**src/rtl/core/sqmr_pkg.sv**
```systemverilog
`timescale 1ns / 1ps
// Shared types and constants of the shell quote marker rewriter.
// Used by sqmr_scan, sqmr_emit_buf and shell_quote_marker_rewriter.
package sqmr_pkg;

  // Scan modes (codes 6 and 7 behave as normal scanning)
  localparam logic [2:0] MODE_NORMAL   = 3'd0;
  localparam logic [2:0] MODE_DOLLAR   = 3'd1;
  localparam logic [2:0] MODE_BSLASH   = 3'd2;
  localparam logic [2:0] MODE_PLAIN    = 3'd3;
  localparam logic [2:0] MODE_DQUOTE   = 3'd4;
  localparam logic [2:0] MODE_AFTER_DQ = 3'd5;

  localparam logic [7:0] MARK_AFTER  = 8'h01;
  localparam logic [7:0] MARK_SINGLE = 8'h02;
  localparam logic [7:0] MARK_DOUBLE = 8'h03;
  localparam logic [7:0] CH_NUL      = 8'h00;
  localparam logic [7:0] CH_DOLLAR   = 8'h24;
  localparam logic [7:0] CH_BSLASH   = 8'h5C;
  localparam logic [7:0] CH_SQUOTE   = 8'h27;
  localparam logic [7:0] CH_DQUOTE   = 8'h22;

  // Result slots for one input byte: optional prefix, optional main byte,
  // optional terminator, always in that order.
  typedef struct packed {
    logic       pre_v;
    logic [7:0] pre_b;
    logic       main_v;
    logic [7:0] main_b;
    logic       nul_v;
    logic [2:0] mode_next;
    logic       dq_next;
  } scan_res_t;

  // One buffered result
  typedef struct packed {
    logic [7:0] data;
    logic       string_end;
    logic       run_last;
  } res_t;

endpackage

```
**src/rtl/core/sqmr_scan.sv**
```systemverilog
`timescale 1ns / 1ps
// Rewrite logic for one byte: results and next scan state.
// Depends on sqmr_pkg.
module sqmr_scan (
  input  logic [2:0]          mode,
  input  logic                dq,
  input  logic [7:0]          in_byte,
  input  logic                in_last,
  output sqmr_pkg::scan_res_t res
);

  logic       is_dollar;
  logic       is_bslash;
  logic       is_squote;
  logic       is_dquote;
  logic       is_quote;
  logic       is_open_q;
  // scan_normal outcome
  logic       sn_v;
  logic [7:0] sn_b;
  logic [2:0] sn_mode;
  logic       sn_dq;

  assign is_dollar = (in_byte == sqmr_pkg::CH_DOLLAR);
  assign is_bslash = (in_byte == sqmr_pkg::CH_BSLASH);
  assign is_squote = (in_byte == sqmr_pkg::CH_SQUOTE);
  assign is_dquote = (in_byte == sqmr_pkg::CH_DQUOTE);
  assign is_quote  = is_squote | is_dquote;
  assign is_open_q = dq ? is_dquote : is_squote;

  always_comb begin
    sn_v    = 1'b1;
    sn_b    = in_byte;
    sn_mode = sqmr_pkg::MODE_NORMAL;
    sn_dq   = dq;
    if (is_dollar || is_bslash) begin
      sn_v    = in_last;
      sn_mode = is_dollar ? sqmr_pkg::MODE_DOLLAR : sqmr_pkg::MODE_BSLASH;
    end else if (is_quote) begin
      sn_b    = is_dquote ? sqmr_pkg::MARK_DOUBLE : sqmr_pkg::MARK_SINGLE;
      sn_mode = sqmr_pkg::MODE_PLAIN;
      sn_dq   = is_dquote;
    end
  end

  always_comb begin
    res.pre_v     = 1'b0;
    res.pre_b     = in_byte;
    res.main_v    = sn_v;
    res.main_b    = sn_b;
    res.mode_next = sn_mode;
    res.dq_next   = sn_dq;
    case (mode)
      sqmr_pkg::MODE_DOLLAR: begin
        if (is_quote) begin
          res.main_v    = 1'b0;
          res.mode_next = sqmr_pkg::MODE_DQUOTE;
          res.dq_next   = is_dquote;
        end else begin
          res.pre_v = 1'b1;
          res.pre_b = sqmr_pkg::CH_DOLLAR;
        end
      end
      sqmr_pkg::MODE_BSLASH: begin
        res.pre_v     = is_dollar;
        res.pre_b     = sqmr_pkg::CH_BSLASH;
        res.main_v    = 1'b1;
        res.main_b    = in_byte;
        res.mode_next = sqmr_pkg::MODE_NORMAL;
        res.dq_next   = dq;
      end
      sqmr_pkg::MODE_PLAIN: begin
        res.main_v    = 1'b1;
        res.main_b    = is_open_q
                        ? (dq ? sqmr_pkg::MARK_DOUBLE : sqmr_pkg::MARK_SINGLE)
                        : in_byte;
        res.mode_next = is_open_q ? sqmr_pkg::MODE_NORMAL : sqmr_pkg::MODE_PLAIN;
        res.dq_next   = dq;
      end
      sqmr_pkg::MODE_DQUOTE: begin
        res.main_v    = ~is_open_q;
        res.main_b    = in_byte;
        res.mode_next = is_open_q ? sqmr_pkg::MODE_AFTER_DQ : sqmr_pkg::MODE_DQUOTE;
        res.dq_next   = dq;
      end
      sqmr_pkg::MODE_AFTER_DQ: begin
        res.pre_v = 1'b1;
        res.pre_b = sqmr_pkg::MARK_AFTER;
      end
      default: begin
      end
    endcase
    res.nul_v = in_last;
    if (in_last) begin
      res.mode_next = sqmr_pkg::MODE_NORMAL;
      res.dq_next   = 1'b0;
    end
  end

endmodule

```
**src/rtl/core/sqmr_emit_buf.sv**
```systemverilog
`timescale 1ns / 1ps
// Three-entry result buffer: loads the packed results of one byte and
// shifts them out one per transfer. Depends on sqmr_pkg.
module sqmr_emit_buf (
  input  logic                clk,
  input  logic                rst,
  input  logic                load,
  input  sqmr_pkg::scan_res_t res,
  input  logic                pop,
  output logic                can_load,
  output logic                head_valid,
  output sqmr_pkg::res_t      head
);

  logic [1:0]     cnt;
  logic [1:0]     cnt_next;
  sqmr_pkg::res_t ent [3];
  sqmr_pkg::res_t ent_next [3];
  logic [1:0]     n_new;
  sqmr_pkg::res_t s_pre;
  sqmr_pkg::res_t s_main;
  sqmr_pkg::res_t s_nul;

  assign n_new = {1'b0, res.pre_v} + {1'b0, res.main_v} + {1'b0, res.nul_v};

  // run_last marks whichever slot is the last one present
  assign s_pre  = '{data: res.pre_b, string_end: 1'b0,
                    run_last: ~res.main_v & ~res.nul_v};
  assign s_main = '{data: res.main_b, string_end: 1'b0, run_last: ~res.nul_v};
  assign s_nul  = '{data: sqmr_pkg::CH_NUL, string_end: 1'b1, run_last: 1'b1};

  assign head_valid = (cnt != 2'd0);
  assign head       = ent[0];
  assign can_load   = (cnt == 2'd0) || ((cnt == 2'd1) && pop);

  always_comb begin
    cnt_next    = cnt;
    ent_next[0] = ent[0];
    ent_next[1] = ent[1];
    ent_next[2] = ent[2];
    if (load) begin
      cnt_next    = n_new;
      ent_next[0] = res.pre_v ? s_pre : (res.main_v ? s_main : s_nul);
      ent_next[1] = (res.pre_v && res.main_v) ? s_main : s_nul;
      ent_next[2] = s_nul;
    end else if (pop) begin
      cnt_next    = cnt - 2'd1;
      ent_next[0] = ent[1];
      ent_next[1] = ent[2];
    end
  end

  always_ff @(posedge clk) begin
    if (rst) begin
      cnt <= 2'd0;
    end else begin
      cnt <= cnt_next;
    end
    ent[0] <= ent_next[0];
    ent[1] <= ent_next[1];
    ent[2] <= ent_next[2];
  end

endmodule

```
**src/rtl/core/shell_quote_marker_rewriter.sv**
```systemverilog
`timescale 1ns / 1ps
// Shell quote marker rewriter, top level. Uses sqmr_pkg, sqmr_scan and
// sqmr_emit_buf.
//
// Takes a command string one byte per transfer (in_last on its final byte)
// and emits the marked form one byte per transfer: single- and double-quoted
// sections are wrapped in 0x02 / 0x03, $-quoted sections lose their quotes
// and get 0x01 before the following byte, backslashes outside quotes are
// dropped except before $, and every string ends in a NUL result with
// string_end set. run_last flags the final result caused by an input byte;
// a byte that yields nothing (a pending $ or backslash, a $-quote opener or
// closer) produces no result. A byte is registered on input, then rewritten
// into a three-entry result buffer once the buffer can load it. An input
// byte holds the result buffer until its results (zero to three) have left;
// the buffer loads the next byte in the same cycle that its last entry
// leaves, so a stream of one-result bytes runs at one byte per cycle while
// the receiver does not stall.
module shell_quote_marker_rewriter (
  input  logic       clk,
  input  logic       rst,
  // input byte stream
  input  logic       in_valid,
  output logic       in_stall,
  input  logic [7:0] in_byte,
  input  logic       in_last,
  // rewritten byte stream
  output logic       out_valid,
  input  logic       out_stall,
  output logic [7:0] out_byte,
  output logic       string_end,
  output logic       run_last
);

  // Input register
  logic       in_full;
  logic [7:0] in_data;
  logic       in_end;

  // Scan state: mode and whether the open quote is a double quote
  logic [2:0] mode;
  logic       dq;

  sqmr_pkg::scan_res_t scan_res;
  sqmr_pkg::res_t      head;
  logic                head_valid;
  logic                can_load;
  logic                pop;
  logic                take;
  logic                in_xfer;

  assign pop      = head_valid & ~out_stall;
  assign take     = in_full & can_load;      // held byte moves into the buffer
  assign in_stall = in_full & ~can_load;
  assign in_xfer  = in_valid & ~in_stall;

  assign out_valid  = head_valid;
  assign out_byte   = head.data;
  assign string_end = head.string_end;
  assign run_last   = head.run_last;

  sqmr_scan u_scan (
    .mode    (mode),
    .dq      (dq),
    .in_byte (in_data),
    .in_last (in_end),
    .res     (scan_res)
  );

  sqmr_emit_buf u_buf (
    .clk        (clk),
    .rst        (rst),
    .load       (take),
    .res        (scan_res),
    .pop        (pop),
    .can_load   (can_load),
    .head_valid (head_valid),
    .head       (head)
  );

  always_ff @(posedge clk) begin
    if (rst) begin
      in_full <= 1'b0;
      mode    <= sqmr_pkg::MODE_NORMAL;
      dq      <= 1'b0;
    end else begin
      if (in_xfer) begin
        in_full <= 1'b1;
      end else if (take) begin
        in_full <= 1'b0;
      end
      // state advances once per byte, when it is rewritten
      if (take) begin
        mode <= scan_res.mode_next;
        dq   <= scan_res.dq_next;
      end
    end
  end

  always_ff @(posedge clk) begin
    if (in_xfer) begin
      in_data <= in_byte;
      in_end  <= in_last;
    end
  end

endmodule

```
**config.mk**
```make
export PLATFORM = sky130hd
export DESIGN_NAME = shell_quote_marker_rewriter
export DESIGN_NICKNAME = d
export VERILOG_FILES = /design/src/rtl/core/sqmr_pkg.sv /design/src/rtl/core/sqmr_scan.sv /design/src/rtl/core/sqmr_emit_buf.sv /design/src/rtl/core/shell_quote_marker_rewriter.sv
export SDC_FILE = /design/constraint.sdc
export NUM_CORES = 1
export LEC_CHECK = 0
export ABC_AREA = 1
export BUFFER_PORTS_ARGS = -buffer_cell sky130_fd_sc_hd__buf_2
export CORE_UTILIZATION = 52
export CTS_BUF_LIST = sky130_fd_sc_hd__clkbuf_16
export DETAILED_ROUTE_END_ITERATION = 6
export PLACE_DENSITY = 0.84
export SETUP_SLACK_MARGIN = 0.4
export SYNTH_ARGS = -nofsm -noshare
export SYNTH_HDL_FRONTEND = slang
export SYNTH_SLANG_ARGS = --single-unit
```
**constraint.sdc**
```tcl
create_clock -name clk -period 1.65 [get_ports clk]
set_input_delay 0.33 -clock clk [delete_from_list [all_inputs] [get_ports clk]]
set_output_delay 0.33 -clock clk [all_outputs]
set_load 0.02 [all_outputs]
```
=== After elaboration in Yosys (flattened, before gate mapping) ===
Memories as Yosys holds them, arrays and structs flattened.
Index checks and enable logic that the tools add are counted.
W data, S select, Z words.

* Add/subtract/negate cells: 3
* Equal/unequal tests: 13
* Muxes and demuxes: 32
* Bitwise logic cells: 12
* Reductions and logical operators: 11

{| class="wikitable"
|+ Operators with widths
! operator !! number
|-
| $mux W10 || 4
|-
| $mux W20 || 2
|-
| $pmux W9 S3 || 1
|-
| $eq A8 B6 Y1 const B || 3
|-
| $mux W8 || 3
|-
| $pmux W4 S4 || 1
|-
| $pmux W8 S2 || 1
|-
| $mux W1 || 10
|-
| $mux W2 || 5
|-
| $mux W9 || 1
|-
| $eq A8 B7 Y1 const B || 1
|-
| $mux W4 || 2
|-
| $eq A3 B2 Y1 const B || 2
|-
| $eq A3 B3 Y1 const B || 2
|-
| $ne A2 B2 Y1 const B || 3
|-
| $not A1 Y1 || 6
|-
| $reduce_bool A2 Y1 || 3
|-
| $and A1 B1 Y1 || 5
|-
| $reduce_and A4 Y1 || 1
|-
| $reduce_or A2 Y1 || 2
|-
| $eq A3 B1 Y1 const B || 1
|-
| $mux W3 || 1
|-
| $pmux W1 S3 || 1
|-
| $add A1 B1 Y2 || 1
|-
| 7 further kinds || 9
|}

* Register bits: 16
* RAM bits: 30
* Bits of input ports: 13
* Output and inout bits: 12
* Logic and storage cells: 78
* Memories kept: 1

{| class="wikitable"
|+ Memory list
! memory !! depth !! width !! rd ports !! clocked after Yosys merged registers in !! wr ports !! line !! source
|-
| u_buf.ent || 3 || 10 || 3 || 0 || 3 || sqmr_emit_buf.sv:17 || <nowiki>sqmr_pkg::res_t ent [3];</nowiki>
|}

=== Longest topological paths before layout ===
* Depth after elaboration: 9
* Depth in mapped cells: 12
* Gate-level depth less buffers: 12

=== Hierarchy ===
From an unflattened synthesis, not the netlist that was laid out.

* Cells, all modules: 284
* Area total of the unflattened synthesis: 2178.3 µm²

{| class="wikitable"
|+ Modules (own cells, without submodules)
! module !! instances !! cells each !! area each (µm²) !! seq. area each (µm²)
|-
| sqmr_emit_buf || 1 || 120 || 1137.3 || 640.6
|-
| sqmr_scan || 1 || 119 || 550.5 || 0.0
|-
| shell_quote_marker_rewriter || 1 || 45 || 490.5 || 370.4
|}

=== Worst setup path after synthesis ===
OpenSTA, ideal clock, no wires.

* Kind: register -> register
* Start: register u_buf.cnt[0]
* End: register u_buf.cnt[1]
* Setup time: 0.143 ns
* Arrival: 1.561 ns
* Required time: 1.507 ns
* Path slack: -0.054 ns
* Cell stages (with the launch flop): 9
* Path buffers: 0
* Period minus slack after synthesis: 1.704 ns
* Cells stage by stage: dfxtp_1 -> inv_1 -> ha_1 -> a21oi_1 -> nor2_2 -> a21oi_1 -> inv_1 -> o21ai_0 -> a21oi_1

* Word-level cells in the longest chain between the ends: 6
* Elaborated cells on any way between the ends: 11
* Those cells by class: add/sub: 1; eq/ne: 1; mux: 2; bitwise: 2; reduce/logical: 5

{| class="wikitable"
|+ Ends and longest elaborated chain
! what !! line !! source
|-
| from (decl) || sqmr_emit_buf.sv:15 || <nowiki>logic [1:0] cnt;</nowiki>
|-
| from (signal assigned) || sqmr_emit_buf.sv:57 || <nowiki>cnt <= cnt_next;</nowiki>
|-
| $reduce_bool A2 Y1 || sqmr_emit_buf.sv:32 || <nowiki>assign head_valid = (cnt != 2'd0);</nowiki>
|-
| $and A1 B1 Y1 || shell_quote_marker_rewriter.sv:51 || <nowiki>assign pop = head_valid & ~out_stall;</nowiki>
|-
| $logic_and A1 B1 Y1 || sqmr_emit_buf.sv:34 || <nowiki>assign can_load = (cnt == 2'd0) || ((cnt == 2'd1) && pop);</nowiki>
|-
| $logic_or A1 B1 Y1 || sqmr_emit_buf.sv:34 ||
|-
| $and A1 B1 Y1 || shell_quote_marker_rewriter.sv:52 || <nowiki>assign take = in_full & can_load;</nowiki>
|-
| $mux W2 or $reduce_bool A2 Y1 (tied branches) || n/a ||
|}

Several ways; a longest one is shown, not always the timed one. The select of a mux whose other input is x is not followed.
A chain may end at the register's enable or synchronous reset.

==> metrics.md <==
| Metric | Value |
|---|---|
| Status | complete, but fails checks |
| Failing checks | setup timing |
| Hold Startpoint | in_byte[2] |
| PortBufs | 24 |
| GRT Util Overall | 0.230 |
| Syn Area/Cell | slightly below 9 µm² |
| Post-Syn Area | ~2000 µm² |
| CP Class | flop to flop |
| Most frequent cells in the layout | nand2_1, buf_4, edfxtp_1 |
| Sw frac | 0.351 |
| DRT antenna net count | 0 |
| Worst Hold Slack | 0.220 ns |
| Post-synthesis cell count | 229 |
| Crit path DAT | 2.03 ns |
| Internal Power | around 2.5 mW |
| R2r setup slk | -0.34 ns |
| DPL Wire Length | between 2 and 3 mm |
| CP max stage delay | 0.41 ns |
| Synth-to-layout area growth | 45.8% |
| Synth top area share | 0.436 |
| Leak | 1.27 nW |
| Core Footprint | 3660 µm² |
| Hold Buf Count CTS | 0 |
| Yosys warns | 0 |
| Setup Viol. Count Final | 38 |
| CTS tree | yes |
| Sequential area share after synthesis | 0.506 |
| Worst R2R End | u_buf.ent[0][7] |
| Crit path launch type | flop |
| Endpoints failing hold | 0 |
| Die area | 4090 µm² |
| Area leader, netlist | edfxtp_1 |
| Final Net Count | roughly 320 |
| Crit path max-delay family | simple AND/OR/NAND/NOR gates |
| Crit-path max FO | 7 |
| Sequential share of power | 0.358 |
| Inserted Clock Buffers | 5 |
| Worst-path cell with the longest stage delay | edfxtp_1 |
| Final Skew | 0.00495 ns |
| Pin count of the biggest net entering global routing | 14 |
| Vias after detailed routing | 1956 |
| RSZ-0062 raised after global routing | yes |
| Most common cell after layout, fill and taps aside | nand2_1 |
| DR WL/cell | between 15 and 20 µm |
| Final Cycle Share | 1.20 |
| Crit path from | in_data[3] |
| Ports | 25 |
| Clock Sinks | 36 |
| Placed Area | 2400 µm² |
| Cell area after layout | 2910 µm² |
| WP buf/inv | 2 |
| DRT iter0 DRCs | 196 |
| Largest cells by area after synthesis | edfxtp_1, nand2_1, dfxtp_1 |
| Comb power frac | 0.402 |
| Netlist cell types | 28 |
| GRT overflow | 0 |
| Die H | around 64 µm |
| Htree depth | 2 |
| P_sw | 1.36 mW |
| R2r startpoint | in_data[3] |
| Crit-path most repeated cell | nand2_1 |
| #FFs+latches synth | 36 |
| Final Critical Period | approximately 2.0 ns |
| Row cnt | 22 |
| Max-cap violation count | 0 |
| WHS Endpoint | in_data[2] |
| Initial antenna violation count | 0 |
| DRC errors left | 0 |
| Max Fclk | 0.503 GHz |
| Worst slew margin | 0.731 |
| Length of the first detailed-routing pass in iterations | 6 |
| Critical-path cell list | inv_2 -> nand2_1 -> nor2_1 -> nand3_1 -> nand2_1 -> nand2_1 -> nand2_2 -> nand2_4 -> inv_4 -> nor2_8 -> a21oi_2 -> nor2_1 |
| Worst-margin pin slew | 0.402 ns |
| Min setup slack post-route | -0.336 ns |
| Non-Filler Instances | 348 |
| Die Wd | around 64 µm |
| Clock Path Buffers | 2 |
| Maximum VDD drop | 0.774 mV |
| Clock transition at path regs | 0.06 ns |
| Worst path required time | 1.69 ns |
| Max-slew violation count | 0 |
| Crit path capture type | flop |
| Clk Latency, worst-skew pair | ~0.28 ns |
| Pwr/cell area | approximately 1300 nW/µm² |
| Global placer's final weighted congestion | 0.785 |
| Initial Util | 0.546 |
| Hold WC Path Type | input port to flop |
| Root Driver | clkbuf_16 |
| Fill cells | 191 |
| Multi-input logic area | 962 µm² |
| Placed cell count | 320 |
| Via density | around 5.6 |
| Number of global-route vias before repair | 1595 |
| Ant. Diodes | 0 |
| Post-synthesis net count | roughly 250 |
| Post-Route WL | 5.65 mm |
| Worst-case reg-to-reg path depth | 12 |
| Hold path depth | 1 |
| Reg area | 1020 µm² |
| Share of cells above drive strength 1 | 0.523 |
| Clk pwr share | 0.240 |
| First-pass GRT wire length | slightly above 7 mm |
flip-flops by register name (all words and copies together) (netlist names):
signal	cells
dq	1
u_buf.ent	20
in_end	1
in_data	8
mode	3
u_buf.cnt	2
in_full	1
final cells by class:
cell class              count  share of cell area
clock buffers               5              0.0430
clock inverters             3             0.00644
inverters                  37              0.0576
multi-input cells         146               0.330
flip-flops and latches     36               0.349
well taps                  48              0.0206
repair buffers             71               0.189
repair inverters            2             0.00473
synthesized netlist by cell type, drive strengths merged:
cell	instances
nand2	60
inv	36
nor2	33
edfxtp	29
a21oi	20
o21ai	12
nand3	9
buf	8
dfxtp	7
ha	3
nor3	3
o31ai	3
clkbuf	2
clkinv	1
o2111ai	1
o211ai	1
o22ai	1
layer usage:
layer  wire length (µm)  part of all wire  vias up  global-route usage
li1                   -                 -      878                   -
met1               2150              0.38      899               0.291
met2               2780              0.49      138               0.384
met3                473             0.084       41              0.0500
met4                245             0.043        0              0.0881
met5                  0                 0        -                   0
metrics by stage:
stage                     setup WS [ns]  TNS, ns  total power, mW  utilization
final                            -0.336    -7.14             3.87        0.796
after global placement          -0.0311   -0.241             2.34        0.655
after floorplan                  0.0353        0             2.18            -
after CTS                       -0.0886   -0.965             3.54        0.730
after global routing             -0.403    -9.17             4.02        0.796
after detailed placement        -0.0766   -0.928             2.36        0.655
how the worst max path moves through the flow:
stage	cells after the start	to	slack [ns]
6_report	12	u_buf.ent[0][7]	-0.34
5_1_grt	10	u_buf.ent[0][2]	-0.40
4_1_cts	11	u_buf.ent[0][14]	-0.09
3_5_place_dp	12	u_buf.ent[0][16]	-0.08
3_3_place_gp	12	u_buf.ent[0][16]	-0.03
2_1_floorplan	11	u_buf.cnt[1]	0.04
timing repair:
action                     CTS  global route
hold endpoints to repair     0             0
setup endpoints to repair   58            58
gates cloned                 2             0
pin swaps                    5            16
gates resized for setup     25            38
setup buffers                4            14
power by group through the flow:
stage          clock [mW]  combinational (mW)  sequential [mW]
3_5_place_dp            0               0.992             1.37
3_3_place_gp            0               0.973             1.37
6_report            0.927                1.56             1.38
5_1_grt             0.969                1.65             1.40
2_1_floorplan           0               0.790             1.39
4_1_cts             0.921                1.25             1.37
kinds of logic after synthesis:
group,count (synthesis),synth area share
fa+ha+maj,3,0.0188
buf+inv,47,0.104
compound gates,38,0.105
simple gates,105,0.267
flops,36,0.506
(Power assumes the default switching activity.)
